==> src/hdl/fsa_pkg.sv <==
// shared types, constants and pipeline control for the flight status annunciator
`timescale 1ns / 1ps
package fsa_pkg;

  // pipeline stages, index into the load and valid vectors
  localparam int STAGES   = 7;
  localparam int ST_IN    = 0;
  localparam int ST_CELL  = 1;
  localparam int ST_CLASS = 2;
  localparam int ST_SEL   = 3;
  localparam int ST_EL    = 4;
  localparam int ST_MOD   = 5;
  localparam int ST_OUT   = 6;

  // field widths
  localparam int TIME_W = 32;
  localparam int MV_W   = 16;
  localparam int THR_W  = 13;
  localparam int OVR_W  = 4;
  localparam int COL_W  = 8;
  localparam int HZ_W   = 12;
  localparam int CELL_W = 5;
  localparam int PROD_W = THR_W + CELL_W;

  // config register indexes and address width
  localparam int ADDR_W = 4;
  localparam logic [1:0] REG_CELLS = 2'd0;
  localparam logic [1:0] REG_CRIT  = 2'd1;
  localparam logic [1:0] REG_WARN  = 2'd2;
  localparam logic [THR_W-1:0] CRIT_RESET = 13'd3300;
  localparam logic [THR_W-1:0] WARN_RESET = 13'd3500;

  // cell detection: round(mv / 3700) by reciprocal multiply and one correction
  localparam int CELL_MV    = 3700;
  localparam int CELL_HALF  = 1850;
  localparam int CELL_SHIFT = 20;
  localparam int CELL_RECIP = (1 << CELL_SHIFT) / CELL_MV;
  localparam int CX_W       = MV_W + 1;
  localparam int CRECIP_W   = 9;
  localparam int CQ_W       = 6;

  // remainders of time divisions are kept modulo 2^MOD_W (twice every divisor fits)
  localparam int MOD_W = 11;

  // led blink half periods
  localparam int BLINK_FS_MS   = 150;
  localparam int BLINK_CRIT_MS = 200;
  localparam int BLINK_WARN_MS = 500;
  localparam logic [TIME_W-1:0] RECIP_FS   = 32'((64'd1 << 32) / BLINK_FS_MS);
  localparam logic [TIME_W-1:0] RECIP_CRIT = 32'((64'd1 << 32) / BLINK_CRIT_MS);
  localparam logic [TIME_W-1:0] RECIP_WARN = 32'((64'd1 << 32) / BLINK_WARN_MS);

  // led levels
  localparam logic [COL_W-1:0] LED_FULL  = 8'd255;
  localparam logic [COL_W-1:0] LED_AMBER = 8'd40;
  localparam logic [COL_W-1:0] LED_DIM   = 8'd60;

  // buzzer timing
  localparam logic [HZ_W-1:0]   ARM_HZ      = 12'd2000;
  localparam logic [TIME_W-1:0] ARM_MS      = 32'd120;
  localparam logic [HZ_W-1:0]   DISARM_HZ   = 12'd1500;
  localparam logic [TIME_W-1:0] DISARM_ON1  = 32'd80;
  localparam logic [TIME_W-1:0] DISARM_OFF  = 32'd160;
  localparam logic [TIME_W-1:0] DISARM_END  = 32'd240;
  localparam logic [HZ_W-1:0]   BATT_HZ     = 12'd2500;
  localparam int                BATT_PERIOD = 1000;
  localparam int                BATT_ON_MS  = 150;
  localparam logic [HZ_W-1:0]   LOST_HZ     = 12'd3000;
  localparam int                LOST_PERIOD = 400;
  localparam int                LOST_ON_MS  = 200;
  localparam logic [TIME_W-1:0] RECIP_BATT  = 32'((64'd1 << 32) / BATT_PERIOD);
  localparam logic [TIME_W-1:0] RECIP_LOST  = 32'((64'd1 << 32) / LOST_PERIOD);

  typedef enum logic [2:0] {
    PAT_NONE    = 3'd0,
    PAT_ARM     = 3'd1,
    PAT_DISARM  = 3'd2,
    PAT_BATTERY = 3'd3,
    PAT_LOST    = 3'd4
  } pat_t;

  typedef enum logic [1:0] {
    TONE_FIXED   = 2'd0,
    TONE_BATTERY = 2'd1,
    TONE_LOST    = 2'd2
  } tone_mode_t;

  typedef enum logic [1:0] {
    BAT_UNKNOWN  = 2'd0,
    BAT_OK       = 2'd1,
    BAT_WARNING  = 2'd2,
    BAT_CRITICAL = 2'd3
  } bat_status_t;

  typedef struct packed {
    logic [STAGES-1:0] load;
    logic [STAGES-1:0] valid;
  } pipe_ctl_t;

  typedef struct packed {
    logic [OVR_W-1:0] cells_override;
    logic [THR_W-1:0] crit_mv;
    logic [THR_W-1:0] warn_mv;
  } cfg_t;

  typedef struct packed {
    logic [COL_W-1:0] red;
    logic [COL_W-1:0] green;
    logic [COL_W-1:0] blue;
    bat_status_t      status;
  } led_t;

  typedef struct packed {
    logic [TIME_W-1:0] now;
    logic              failsafe;
    logic              armed;
    logic              crit;
    led_t              led;
  } front_t;

endpackage

==> src/hdl/fsa_front.sv <==
// battery classification and led color stages
`timescale 1ns / 1ps
module fsa_front (
  input  logic                          clk,
  input  fsa_pkg::pipe_ctl_t            ctl,
  input  fsa_pkg::cfg_t                 cfg,
  input  logic [fsa_pkg::TIME_W-1:0]    now_ms,
  input  logic                          failsafe,
  input  logic                          armed,
  input  logic [fsa_pkg::MV_W-1:0]      battery_mv,
  output fsa_pkg::front_t               item
);

  localparam int TW = fsa_pkg::TIME_W;
  localparam int MW = fsa_pkg::MOD_W;

  // input stage
  logic [TW-1:0]            now1_r;
  logic                     fs1_r, arm1_r;
  logic [fsa_pkg::MV_W-1:0] mv1_r;

  always_ff @(posedge clk) begin
    if (ctl.load[fsa_pkg::ST_IN]) begin
      now1_r <= now_ms;
      fs1_r  <= failsafe;
      arm1_r <= armed;
      mv1_r  <= battery_mv;
    end
  end

  // reciprocal products, quotient estimates low or exact
  logic [fsa_pkg::CX_W-1:0]                      x1;
  logic [fsa_pkg::CX_W+fsa_pkg::CRECIP_W-1:0]    pc1;
  logic [2*TW-1:0]                               pf1, pa1, pw1;

  assign x1  = {1'b0, mv1_r} + fsa_pkg::CX_W'(fsa_pkg::CELL_HALF);
  assign pc1 = (fsa_pkg::CX_W + fsa_pkg::CRECIP_W)'(x1) *
               (fsa_pkg::CX_W + fsa_pkg::CRECIP_W)'(fsa_pkg::CELL_RECIP);
  assign pf1 = (2*TW)'(now1_r) * (2*TW)'(fsa_pkg::RECIP_FS);
  assign pa1 = (2*TW)'(now1_r) * (2*TW)'(fsa_pkg::RECIP_CRIT);
  assign pw1 = (2*TW)'(now1_r) * (2*TW)'(fsa_pkg::RECIP_WARN);

  logic [TW-1:0]            now2_r;
  logic                     fs2_r, arm2_r;
  logic [fsa_pkg::MV_W-1:0] mv2_r;
  logic [fsa_pkg::CQ_W-1:0] qc2_r;
  logic [MW-1:0]            qf2_r, qa2_r, qw2_r;

  always_ff @(posedge clk) begin
    if (ctl.load[fsa_pkg::ST_CELL]) begin
      now2_r <= now1_r;
      fs2_r  <= fs1_r;
      arm2_r <= arm1_r;
      mv2_r  <= mv1_r;
      qc2_r  <= pc1[fsa_pkg::CELL_SHIFT +: fsa_pkg::CQ_W];
      qf2_r  <= pf1[TW +: MW];
      qa2_r  <= pa1[TW +: MW];
      qw2_r  <= pw1[TW +: MW];
    end
  end

  // quotient correction: cell count and blink phases
  logic [fsa_pkg::CX_W-1:0]   x2, rc2;
  logic [fsa_pkg::CQ_W-1:0]   auto2;
  logic [fsa_pkg::CELL_W-1:0] cells2;
  logic [MW-1:0]              rf2, ra2, rw2;
  logic                       on_fs2, on_crit2, on_warn2;

  assign x2    = {1'b0, mv2_r} + fsa_pkg::CX_W'(fsa_pkg::CELL_HALF);
  assign rc2   = x2 - fsa_pkg::CX_W'(fsa_pkg::CX_W'(qc2_r) * fsa_pkg::CX_W'(fsa_pkg::CELL_MV));
  assign auto2 = qc2_r + fsa_pkg::CQ_W'(rc2 >= fsa_pkg::CX_W'(fsa_pkg::CELL_MV));

  always_comb begin
    if (cfg.cells_override != '0) begin
      cells2 = fsa_pkg::CELL_W'(cfg.cells_override);
    end else if (auto2 == '0) begin
      cells2 = fsa_pkg::CELL_W'(1);
    end else begin
      cells2 = auto2[fsa_pkg::CELL_W-1:0];
    end
  end

  assign rf2 = now2_r[MW-1:0] - MW'(qf2_r * MW'(fsa_pkg::BLINK_FS_MS));
  assign ra2 = now2_r[MW-1:0] - MW'(qa2_r * MW'(fsa_pkg::BLINK_CRIT_MS));
  assign rw2 = now2_r[MW-1:0] - MW'(qw2_r * MW'(fsa_pkg::BLINK_WARN_MS));

  // on while the corrected quotient is even
  assign on_fs2   = ~(qf2_r[0] ^ (rf2 >= MW'(fsa_pkg::BLINK_FS_MS)));
  assign on_crit2 = ~(qa2_r[0] ^ (ra2 >= MW'(fsa_pkg::BLINK_CRIT_MS)));
  assign on_warn2 = ~(qw2_r[0] ^ (rw2 >= MW'(fsa_pkg::BLINK_WARN_MS)));

  logic [TW-1:0]              now3_r;
  logic                       fs3_r, arm3_r;
  logic [fsa_pkg::MV_W-1:0]   mv3_r;
  logic [fsa_pkg::CELL_W-1:0] cells3_r;
  logic                       on_fs3_r, on_crit3_r, on_warn3_r;

  always_ff @(posedge clk) begin
    if (ctl.load[fsa_pkg::ST_CLASS]) begin
      now3_r     <= now2_r;
      fs3_r      <= fs2_r;
      arm3_r     <= arm2_r;
      mv3_r      <= mv2_r;
      cells3_r   <= cells2;
      on_fs3_r   <= on_fs2;
      on_crit3_r <= on_crit2;
      on_warn3_r <= on_warn2;
    end
  end

  // thresholds scaled by cell count, then status and led color
  logic [fsa_pkg::PROD_W-1:0] pcrit3, pwarn3;
  logic                       known3, crit3, warn3;
  fsa_pkg::led_t              led3;

  assign pcrit3 = fsa_pkg::PROD_W'(cfg.crit_mv) * fsa_pkg::PROD_W'(cells3_r);
  assign pwarn3 = fsa_pkg::PROD_W'(cfg.warn_mv) * fsa_pkg::PROD_W'(cells3_r);
  assign known3 = (mv3_r != '0);
  assign crit3  = known3 && (fsa_pkg::PROD_W'(mv3_r) < pcrit3);
  assign warn3  = known3 && !crit3 && (fsa_pkg::PROD_W'(mv3_r) < pwarn3);

  always_comb begin
    led3 = '0;
    if (!known3) begin
      led3.status = fsa_pkg::BAT_UNKNOWN;
    end else if (crit3) begin
      led3.status = fsa_pkg::BAT_CRITICAL;
    end else if (warn3) begin
      led3.status = fsa_pkg::BAT_WARNING;
    end else begin
      led3.status = fsa_pkg::BAT_OK;
    end
    if (fs3_r) begin
      led3.red = on_fs3_r ? fsa_pkg::LED_FULL : '0;
    end else if (crit3) begin
      led3.red   = on_crit3_r ? fsa_pkg::LED_FULL : '0;
      led3.green = on_crit3_r ? fsa_pkg::LED_AMBER : '0;
    end else if (arm3_r) begin
      led3.green = (warn3 && !on_warn3_r) ? fsa_pkg::LED_DIM : fsa_pkg::LED_FULL;
    end else begin
      led3.blue = fsa_pkg::LED_FULL;
    end
  end

  fsa_pkg::front_t item_r;

  always_ff @(posedge clk) begin
    if (ctl.load[fsa_pkg::ST_SEL]) begin
      item_r.now      <= now3_r;
      item_r.failsafe <= fs3_r;
      item_r.armed    <= arm3_r;
      item_r.crit     <= crit3;
      item_r.led      <= led3;
    end
  end

  assign item = item_r;

endmodule

==> src/hdl/fsa_buzzer.sv <==
// buzzer pattern selection, pattern state and tone stages
`timescale 1ns / 1ps
module fsa_buzzer (
  input  logic                        clk,
  input  logic                        rst_n,
  input  fsa_pkg::pipe_ctl_t          ctl,
  input  fsa_pkg::front_t             item,
  output logic [fsa_pkg::HZ_W-1:0]    tone_hz,
  output fsa_pkg::led_t               led
);

  localparam int TW = fsa_pkg::TIME_W;
  localparam int MW = fsa_pkg::MOD_W;

  // pattern state
  fsa_pkg::pat_t  pat_r, pat_nxt, pat_sel;
  logic [TW-1:0]  start_r, start_sel;
  logic           was_armed_r;
  logic [TW-1:0]  el;
  logic           upd;

  assign upd = ctl.load[fsa_pkg::ST_EL] && ctl.valid[fsa_pkg::ST_SEL];

  // selection by priority; reselecting the running pattern keeps its start
  always_comb begin
    pat_sel   = pat_r;
    start_sel = start_r;
    if (item.failsafe) begin
      if (pat_r != fsa_pkg::PAT_LOST) begin
        pat_sel   = fsa_pkg::PAT_LOST;
        start_sel = item.now;
      end
    end else if (item.crit) begin
      if (pat_r != fsa_pkg::PAT_BATTERY) begin
        pat_sel   = fsa_pkg::PAT_BATTERY;
        start_sel = item.now;
      end
    end else if (item.armed && !was_armed_r) begin
      if (pat_r != fsa_pkg::PAT_ARM) begin
        pat_sel   = fsa_pkg::PAT_ARM;
        start_sel = item.now;
      end
    end else if (!item.armed && was_armed_r) begin
      if (pat_r != fsa_pkg::PAT_DISARM) begin
        pat_sel   = fsa_pkg::PAT_DISARM;
        start_sel = item.now;
      end
    end else if (pat_r == fsa_pkg::PAT_LOST || pat_r == fsa_pkg::PAT_BATTERY) begin
      pat_sel = fsa_pkg::PAT_NONE;
    end
  end

  assign el = item.now - start_sel;

  // next state: one-shot patterns end on their own
  always_comb begin
    unique case (pat_sel)
      fsa_pkg::PAT_ARM:     pat_nxt = (el < fsa_pkg::ARM_MS) ? pat_sel : fsa_pkg::PAT_NONE;
      fsa_pkg::PAT_DISARM:  pat_nxt = (el < fsa_pkg::DISARM_END) ? pat_sel : fsa_pkg::PAT_NONE;
      fsa_pkg::PAT_BATTERY: pat_nxt = pat_sel;
      fsa_pkg::PAT_LOST:    pat_nxt = pat_sel;
      default:              pat_nxt = fsa_pkg::PAT_NONE;
    endcase
  end

  // outputs: fixed tone, or a periodic pattern finished downstream
  fsa_pkg::tone_mode_t      mode4;
  logic [fsa_pkg::HZ_W-1:0] hz4;

  always_comb begin
    mode4 = fsa_pkg::TONE_FIXED;
    hz4   = '0;
    unique case (pat_sel)
      fsa_pkg::PAT_ARM: begin
        hz4 = (el < fsa_pkg::ARM_MS) ? fsa_pkg::ARM_HZ : '0;
      end
      fsa_pkg::PAT_DISARM: begin
        if (el < fsa_pkg::DISARM_ON1) begin
          hz4 = fsa_pkg::DISARM_HZ;
        end else if (el < fsa_pkg::DISARM_OFF) begin
          hz4 = '0;
        end else if (el < fsa_pkg::DISARM_END) begin
          hz4 = fsa_pkg::DISARM_HZ;
        end
      end
      fsa_pkg::PAT_BATTERY: mode4 = fsa_pkg::TONE_BATTERY;
      fsa_pkg::PAT_LOST:    mode4 = fsa_pkg::TONE_LOST;
      default:              mode4 = fsa_pkg::TONE_FIXED;
    endcase
  end

  always_ff @(posedge clk) begin
    if (!rst_n) begin
      pat_r       <= fsa_pkg::PAT_NONE;
      start_r     <= '0;
      was_armed_r <= 1'b0;
    end else if (upd) begin
      pat_r       <= pat_nxt;
      start_r     <= start_sel;
      was_armed_r <= item.armed;
    end
  end

  // elapsed time stage
  logic [TW-1:0]            el5_r;
  fsa_pkg::tone_mode_t      mode5_r;
  logic [fsa_pkg::HZ_W-1:0] hz5_r;
  fsa_pkg::led_t            led5_r;

  always_ff @(posedge clk) begin
    if (ctl.load[fsa_pkg::ST_EL]) begin
      el5_r   <= el;
      mode5_r <= mode4;
      hz5_r   <= hz4;
      led5_r  <= item.led;
    end
  end

  // period quotient estimates
  logic [2*TW-1:0] pb5, pl5;

  assign pb5 = (2*TW)'(el5_r) * (2*TW)'(fsa_pkg::RECIP_BATT);
  assign pl5 = (2*TW)'(el5_r) * (2*TW)'(fsa_pkg::RECIP_LOST);

  logic [MW-1:0]            el6_r, qb6_r, ql6_r;
  fsa_pkg::tone_mode_t      mode6_r;
  logic [fsa_pkg::HZ_W-1:0] hz6_r;
  fsa_pkg::led_t            led6_r;

  always_ff @(posedge clk) begin
    if (ctl.load[fsa_pkg::ST_MOD]) begin
      el6_r   <= el5_r[MW-1:0];
      qb6_r   <= pb5[TW +: MW];
      ql6_r   <= pl5[TW +: MW];
      mode6_r <= mode5_r;
      hz6_r   <= hz5_r;
      led6_r  <= led5_r;
    end
  end

  // remainder within the period, one correction step
  logic [MW-1:0] rb6, rl6, rbc6, rlc6;

  assign rb6  = el6_r - MW'(qb6_r * MW'(fsa_pkg::BATT_PERIOD));
  assign rl6  = el6_r - MW'(ql6_r * MW'(fsa_pkg::LOST_PERIOD));
  assign rbc6 = (rb6 >= MW'(fsa_pkg::BATT_PERIOD)) ? rb6 - MW'(fsa_pkg::BATT_PERIOD) : rb6;
  assign rlc6 = (rl6 >= MW'(fsa_pkg::LOST_PERIOD)) ? rl6 - MW'(fsa_pkg::LOST_PERIOD) : rl6;

  always_comb begin
    case (mode6_r)
      fsa_pkg::TONE_BATTERY:
        tone_hz = (rbc6 < MW'(fsa_pkg::BATT_ON_MS)) ? fsa_pkg::BATT_HZ : '0;
      fsa_pkg::TONE_LOST:
        tone_hz = (rlc6 < MW'(fsa_pkg::LOST_ON_MS)) ? fsa_pkg::LOST_HZ : '0;
      default:
        tone_hz = hz6_r;
    endcase
  end

  assign led = led6_r;

endmodule

==> src/hdl/flight_status_annunciator.sv <==
// Flight status annunciator top level: stream ports, config registers, pipeline control.
// Items pass the input, cell, class, select, elapsed, modulo and output stages in order.
// Throughput: one item per cycle unless out_tready stalls; the pattern state loop closes at stage 4.
// Each stage holds its item until the next stage frees, so a waiting result stalls only
// the stages behind it while empty stages keep taking items.
// Reset (rst_n low, synchronous) empties the pipeline, sets the buzzer pattern to none with
// start time 0, and loads the registers with override 0, critical 3300 mV, warning 3500 mV.
`timescale 1ns / 1ps
module flight_status_annunciator (
  input  logic                         clk,
  input  logic                         rst_n,
  // input items
  input  logic                         in_tvalid,
  output logic                         in_tready,
  input  logic [55:0]                  in_tdata,   // now_ms[31:0], failsafe, armed, battery_mv[15:0], pad
  // result items
  output logic                         out_tvalid,
  input  logic                         out_tready,
  output logic [39:0]                  out_tdata,  // red, green, blue, tone_hz[11:0], battery_status[1:0], pad
  // config port
  input  logic                         cfg_psel,
  input  logic                         cfg_penable,
  input  logic                         cfg_pwrite,
  input  logic [fsa_pkg::ADDR_W-1:0]   cfg_paddr,
  input  logic [31:0]                  cfg_pwdata,
  output logic [31:0]                  cfg_prdata,
  output logic                         cfg_pready
);

  localparam int NS = fsa_pkg::STAGES;

  // config registers
  fsa_pkg::cfg_t cfg_r;
  logic [1:0]    reg_idx;
  logic          wr_en;

  assign cfg_pready = 1'b1;
  assign reg_idx    = cfg_paddr[fsa_pkg::ADDR_W-1:2];
  assign wr_en      = cfg_psel && cfg_penable && cfg_pwrite && cfg_pready;

  always_ff @(posedge clk) begin
    if (!rst_n) begin
      cfg_r.cells_override <= '0;
      cfg_r.crit_mv        <= fsa_pkg::CRIT_RESET;
      cfg_r.warn_mv        <= fsa_pkg::WARN_RESET;
    end else if (wr_en) begin
      unique case (reg_idx)
        fsa_pkg::REG_CELLS: cfg_r.cells_override <= cfg_pwdata[fsa_pkg::OVR_W-1:0];
        fsa_pkg::REG_CRIT:  cfg_r.crit_mv        <= cfg_pwdata[fsa_pkg::THR_W-1:0];
        fsa_pkg::REG_WARN:  cfg_r.warn_mv        <= cfg_pwdata[fsa_pkg::THR_W-1:0];
        default: ;
      endcase
    end
  end

  // register read back
  always_comb begin
    unique case (reg_idx)
      fsa_pkg::REG_CELLS: cfg_prdata = 32'(cfg_r.cells_override);
      fsa_pkg::REG_CRIT:  cfg_prdata = 32'(cfg_r.crit_mv);
      fsa_pkg::REG_WARN:  cfg_prdata = 32'(cfg_r.warn_mv);
      default:            cfg_prdata = '0;
    endcase
  end

  // per-stage valid and load chain
  logic [NS-1:0]      valid_r;
  logic [NS:0]        load_chain;
  fsa_pkg::pipe_ctl_t ctl;

  always_comb begin
    load_chain[NS] = out_tready;
    for (int k = NS - 1; k >= 0; k--) begin
      load_chain[k] = !valid_r[k] || load_chain[k+1];
    end
  end

  assign ctl.load  = load_chain[NS-1:0];
  assign ctl.valid = valid_r;
  assign in_tready = load_chain[0];

  always_ff @(posedge clk) begin
    if (!rst_n) begin
      valid_r <= '0;
    end else begin
      if (load_chain[0]) begin
        valid_r[0] <= in_tvalid;
      end
      for (int k = 1; k < NS; k++) begin
        if (load_chain[k]) begin
          valid_r[k] <= valid_r[k-1];
        end
      end
    end
  end

  // classification and color
  fsa_pkg::front_t item;

  fsa_front u_front (
    .clk        (clk),
    .ctl        (ctl),
    .cfg        (cfg_r),
    .now_ms     (in_tdata[31:0]),
    .failsafe   (in_tdata[32]),
    .armed      (in_tdata[33]),
    .battery_mv (in_tdata[49:34]),
    .item       (item)
  );

  // buzzer
  logic [fsa_pkg::HZ_W-1:0] tone_hz;
  fsa_pkg::led_t            led;

  fsa_buzzer u_buzzer (
    .clk     (clk),
    .rst_n   (rst_n),
    .ctl     (ctl),
    .item    (item),
    .tone_hz (tone_hz),
    .led     (led)
  );

  // output register
  logic [39:0] out_data_r;

  always_ff @(posedge clk) begin
    if (ctl.load[fsa_pkg::ST_OUT]) begin
      out_data_r <= {2'b00, led.status, tone_hz, led.blue, led.green, led.red};
    end
  end

  assign out_tvalid = valid_r[fsa_pkg::ST_OUT];
  assign out_tdata  = out_data_r;

endmodule
==> config.mk <==
export PLATFORM = sky130hd
export DESIGN_NAME = flight_status_annunciator
export DESIGN_NICKNAME = d
export VERILOG_FILES = /design/src/hdl/fsa_pkg.sv /design/src/hdl/fsa_front.sv /design/src/hdl/fsa_buzzer.sv /design/src/hdl/flight_status_annunciator.sv
export SDC_FILE = /design/constraint.sdc
export NUM_CORES = 2
export LEC_CHECK = 0
export BUFFER_PORTS_ARGS = -buffer_cell sky130_fd_sc_hd__buf_2
export CAP_MARGIN = 20
export CORE_ASPECT_RATIO = 0.7
export CORE_MARGIN = 1
export CORE_UTILIZATION = 35
export CTS_CLUSTER_SIZE = 30
export DETAILED_ROUTE_END_ITERATION = 10
export GPL_TIMING_DRIVEN = 1
export PLACE_DENSITY = 0.51
export REMOVE_ABC_BUFFERS = 1
export SYNTH_ARGS = -nofsm -noshare
export SYNTH_HDL_FRONTEND = slang
export SYNTH_SLANG_ARGS = --single-unit
==> constraint.sdc <==
create_clock -name clk -period 12.96 [get_ports clk]
set_input_delay 0.648 -clock clk [delete_from_list [all_inputs] [get_ports clk]]
set_output_delay 0.648 -clock clk [all_outputs]
set_load 0.02 [all_outputs]
-- Word level (Yosys, flattened, before mapping)
Index checks and enable logic that the tools add are counted.
Widths: inputs -> output; s select.
- register bits after elaboration: 514
- output and inout bits: 75
- logic and storage cells: 202
- $add $sub $neg: 12
- multiply operators: 14
- order comparisons: 14
- equal/unequal tests: 14
- muxes and demuxes: 45
- bitwise gates (word level): 6
- reduce and logical (&&, ||, !) cells: 38
- operator list (operator ; count):
    $mux 32 ; 8
    $mul 32x23->42 const B ; 2
    $lt 32x7->1 const B ; 2
    $lt 32x8->1 const B ; 2
    $mux 8 ; 8
    $sub 11x11->11 ; 5
    $mux 12 ; 4
    $pmux 12 s2 ; 2
    $mux 11 ; 4
    $mul 32x23->43 const B ; 1
    $mul 32x25->43 const B ; 1
    $mul 32x23->41 const B ; 1
    $pmux 13 s3 ; 1
    $lt 16x18->1 ; 2
    $mul 13x5->18 ; 2
    $add 16x11->17 const B ; 2
    $mux 3 ; 11
    $sub 32x32->32 ; 1
    $mul 17x9->26 const B ; 1
    $ge 11x8->1 const B ; 2
    $ge 11x9->1 const B ; 2
    $lt 11x8->1 const B ; 2
    $ge 17x12->1 const B ; 1
    $sub 17x17->17 ; 1
    other kinds (34) ; 75

-- Depth between registers and ports, before layout
- depth after elaboration: 12
- depth in mapped cells: 35

-- By module
A second synthesis with hierarchy kept.
- cell total of the unflattened synthesis: 6889
- area, all modules: 74182.4 µm²
- modules (own cells, without submodules) (module ; times used ; cells an instance ; area an instance (µm²) ; sequential area each (µm²)):
    fsa_front ; 1 ; 4129 ; 44835.5 ; 6996.7
    fsa_buzzer ; 1 ; 2514 ; 26385.3 ; 4324.1
    flight_status_annunciator ; 1 ; 246 ; 2961.6 ; 1881.8

-- Worst setup path before layout
OpenSTA, ideal clock, no wires.
- path type: flip-flop to flip-flop
- start: register u_front.now1_r[16]
- end: register u_front.qa2_r[6], data pin
- setup time: 266 ps
- data arrival time: 6444 ps
- data required time: 12694 ps
- path slack: 6250 ps
- stages on the path, launching flop included: 22
- path buffers: 0
- clock period less this slack: 6710 ps
- cells stage by stage: edfxtp_1 > ha_1 > inv_1 > fa_1 > fa_1 > inv_1 > fa_1 > inv_1 > fa_1 > inv_1 > fa_1 > fa_1 > ha_1 > nand4_1 > a2111oi_0 > nand3_1 > nor2_1 > a21oi_1 > o31ai_1 > a41oi_1 > a21boi_0 > xor2_1
- cells in the longest elaborated chain, start to end: 1
- RTL lines (element ; RTL line ; text):
    start: declaration ; fsa_front.sv:18 ; logic [TW-1:0] now1_r;
    start signal: assignment ; fsa_front.sv:24 ; now1_r <= now_ms;
    $mul 32x23->41 ; fsa_front.sv:40 ; assign pa1 = (2*TW)'(now1_r) * (2*TW)'(fsa_pkg::RECIP_CRIT);
    named net u_front.pa1[38] ; fsa_front.sv:34 ; logic [2*TW-1:0] pf1, pa1, pw1;
    end signal: assignment ; fsa_front.sv:57 ; qa2_r <= pa1[TW +: MW];
    end: declaration ; fsa_front.sv:47 ; logic [MW-1:0] qf2_r, qa2_r, qw2_r;
The timed path passes the listed nets, and every way through them passes these cells.
A chain may end at the register's enable or synchronous reset.

-- Worst setup path in the final report
- start: register u_front.now1_r[14]
- end: register u_front.qa2_r[6], data pin
The elaborated chain is that of the path after synthesis.

==> key figures <==
Synthesis
  – Adder-Cell Fraction of Synth Area: 58.0%
  – Mapped cell area: 0.0713 mm^2
  – Top FF cell, synth: edfxtp_1
  – Simple-gate share of the synthesized area: 5.21%
  – Count of cell types in the netlist: 86
  – Top post-synthesis cells by area: fa_1 35%, ha_1 23%, edfxtp_1 14%
  – Gate Count Post-Synth: 6639
  – Post-synthesis mux area share: 0.738%
  – Post-synth EDFFs: 331
  – Sequential area share after synthesis: 16.0%
  – Synth Area in XOR/XNOR: 3.46%
  – YS warnings: 0
  – Syn_area_per_cell: 10.7 um^2
  – Cell taking the most area after synthesis: fa_1
  – Post-synthesis compound-gate area fraction: 6.23%
  – Area fraction of the dominant cell type after synthesis: 34.6%
  – Async S/R FF share, synth: 0%
  – Number of synthesized register bits: 404
  – Main combinational cell family by area after synthesis: adder cells
  – List of most frequent post-synthesis cells: 1837 x inv_1, 1329 x ha_1, 1234 x fa_1
  – Top-count cell post-synth: inv_1

GRT
  – Most used routing layer: met1
  – Initial antenna violation count: 4
  – Met3 GRT Util: 4.57%
  – Largest net degree at the start of global routing: 74
  – GRT Total Usage: 19.9%
  – Grt met2 use: 29.0%
  – First-pass GRT wire length: 307000 um
  – Grt met1 use: 30.5%
  – Total global routing overflow: 0
  – Vias in the first global route: 48.5k

STA
  – RSZ-0062 raised after global routing: no
  – Final hold violations: 0
  – Post-layout min period: 8110 ps
  – Slew HR: 24.6%
  – Clock Skew: 30.5 ps
  – Setup Total Neg Slack: 0 ps
  – Fin crit share: 62.6%
  – FMAX: 123 MHz
  – # setup viols final: 0
  – Count of pins over their slew limit: 0
  – Worst Tran Pin Value: 1130 ps
  – Final worst setup slack: 4850 ps

Floorplan
  – Die Area: 0.206 mm^2
  – Std cell rows: 138
  – Starting Density: 35.3%
  – Die H: 380 um
  – Die width: 542 um
  – CORE AREA: 0.202 mm^2
  – I/O pin total: 174

Clocking
  – CTS Buf Count: 49
  – CTS Sinks: 404
  – Skew-Pair Late Insertion Delay: 660 ps
  – Clk buf depth: 3
  – Clock root buffer: clkbuf_16
  – Post-CTS setup buffers: 0
  – CTS tree: yes
  – Number of H-tree levels: 2
  – # resized after CTS: 0
  – Post-CTS Hold Buffers: 0
  – Clk pin slew, worst setup/hold paths: 80 ps

Drt
  – Vias per cell: 4.73
  – Iteration-0 DRC Markers: 2735
  – Post-route ant nets: 0
  – Drt total wl: 199000 um
  – Routed length per placed instance: 20.8 um
  – DRC Markers: 0
  – Pre-antenna DRT Iters: 5
  – Via Count: 45.3k

Finish
  – Final core utilization: 38.1%
  – Layout area overhead: 8.07%
  – Share of cells above drive strength 1: 4.56%
  – Nets@finish: 9467

Setup path
  – Crit Path Category: reg -> reg
  – CP endpoint kind: flop
  – Critical Path RT: 13430 ps
  – Worst-path fanout max: 21
  – Arr. time, crit path: 8570 ps
  – CP startpoint kind: flop

Placed design
  – PortBufs: 122
  – Placer Congestion: 0.938
  – Dpl hpwl: 165000 um
  – Post-place setup slack: 4940 ps

Outcome
  – Outcome: finished clean

Worst hold path
  – Hold Crit Class: in -> reg

Flow run
  – Max-Cap Viols: 0
sequential cells by signal, summed over array words and instances, names as in the netlist, 5 cells and up:
name / flops
u_front.mv3_r: 16
u_front.now1_r: 32
u_buzzer.el5_r: 32
u_front.mv1_r: 16
u_buzzer.led5_r: 7
u_front.qf2_r: 10
u_front.cells3_r: 5
cfg_r: 30
valid_r: 7
u_buzzer.start_r: 32
u_front.qw2_r: 9
u_front.item: 42
u_front.qa2_r: 8
u_buzzer.el6_r: 11
out_tdata: 16
u_buzzer.qb6_r: 8
u_front.qc2_r: 6
u_front.mv2_r: 16
u_front.now2_r: 32
u_buzzer.ql6_r: 7
u_buzzer.led: 7
u_front.now3_r: 32
area by class of cell:
class	count	area, um^2
inverters	1838	6900
clock buffers	55	1300
flip-flops and latches	404	11400
fillers	20200	125000
well taps	2730	3420
multi-input cells	4323	52600
diodes	1	2.50
repair buffers	189	1130
clock inverters	37	324
kinds of logic (layout without fill, tap and decap cells):
| logic type | after synthesis | count (layout) |
|---|---|---|
| flip-flops | 404 | 404 |
| AO/OA/AOI/OAI | 651 | 651 |
| XOR/XNOR | 280 | 280 |
| adder cells (fa/ha/maj) | 2564 | 2564 |
| buffers and inverters | 1934 | 2119 |
| other | 2 | 25 |
| AND/OR/NAND/NOR | 752 | 752 |
| multiplexers | 52 | 52 |
routing by layer:
metal / part of all wire [%] / routed length [um]
met4: 1.3 / 2610
met1: 51 / 101000
met5: 0 / 0
met2: 41 / 81600
met3: 7.0 / 13900
cell usage in the layout (no fill, tap or decap), types with 24 or more instances in the layout:
cell | Yosys | routed
a21oi_1 | 159 | 159
and2_1 | 68 | 67
nor2_1 | 110 | 110
a211oi_1 | 24 | 24
buf_2 | 2 | 122
nor3_1 | 44 | 44
nand2b_1 | 32 | 32
a21o_1 | 81 | 81
conb_1 | 2 | 24
dfxtp_1 | 73 | 73
buf_4 | 45 | 66
inv_1 | 1837 | 1834
o21ai_0 | 96 | 96
mux2i_1 | 47 | 47
clkbuf_16 | 0 | 51
nor2b_1 | 42 | 42
nand2_1 | 271 | 268
o211ai_1 | 24 | 24
nand3_1 | 59 | 59
fa_1 | 1234 | 1234
ha_1 | 1329 | 1329
xnor2_1 | 194 | 194
o21a_1 | 45 | 45
edfxtp_1 | 331 | 331
xor2_1 | 85 | 85
o211a_1 | 31 | 31
final timing paths:
path                                          start                end  slack (ps)  depth (start not counted)
worst min register to register  u_buzzer.led5_r[24]   u_buzzer.led[24]         400                          0
worst min-delay path                   in_tdata[47]  u_front.mv1_r[13]         160                          1
worst max register to register   u_front.now1_r[14]   u_front.qa2_r[6]        4850                         22
worst max-delay path             u_front.now1_r[14]   u_front.qa2_r[6]        4850                         22
critical path: stages (launching register included):
cell	delay, ps
edfxtp_1	340
buf_4	480
ha_1	370
inv_1	320
fa_1	490
fa_1	540
inv_1	50
fa_1	470
inv_1	50
fa_1	530
inv_1	60
fa_1	510
fa_1	500
ha_1	300
nand4_1	200
a2111oi_0	820
nand3_1	140
nor2_1	160
a21oi_1	200
o31ai_1	590
a41oi_1	270
a21boi_0	250
xor2_1	220
metrics by stage:
stage                     cell area (um^2)  hold slack [ps]  cells
after CTS                            77100             88.1   9575
after global routing                 77100              102   9576
final                                77100              164   9577
after global placement               75400              401   9483
after detailed placement             75400              405   9483
after floorplan                      70900              400   6565
Power is not shown: default switching activity piles up to over one toggle a cycle in this logic, so the estimate is an artifact.
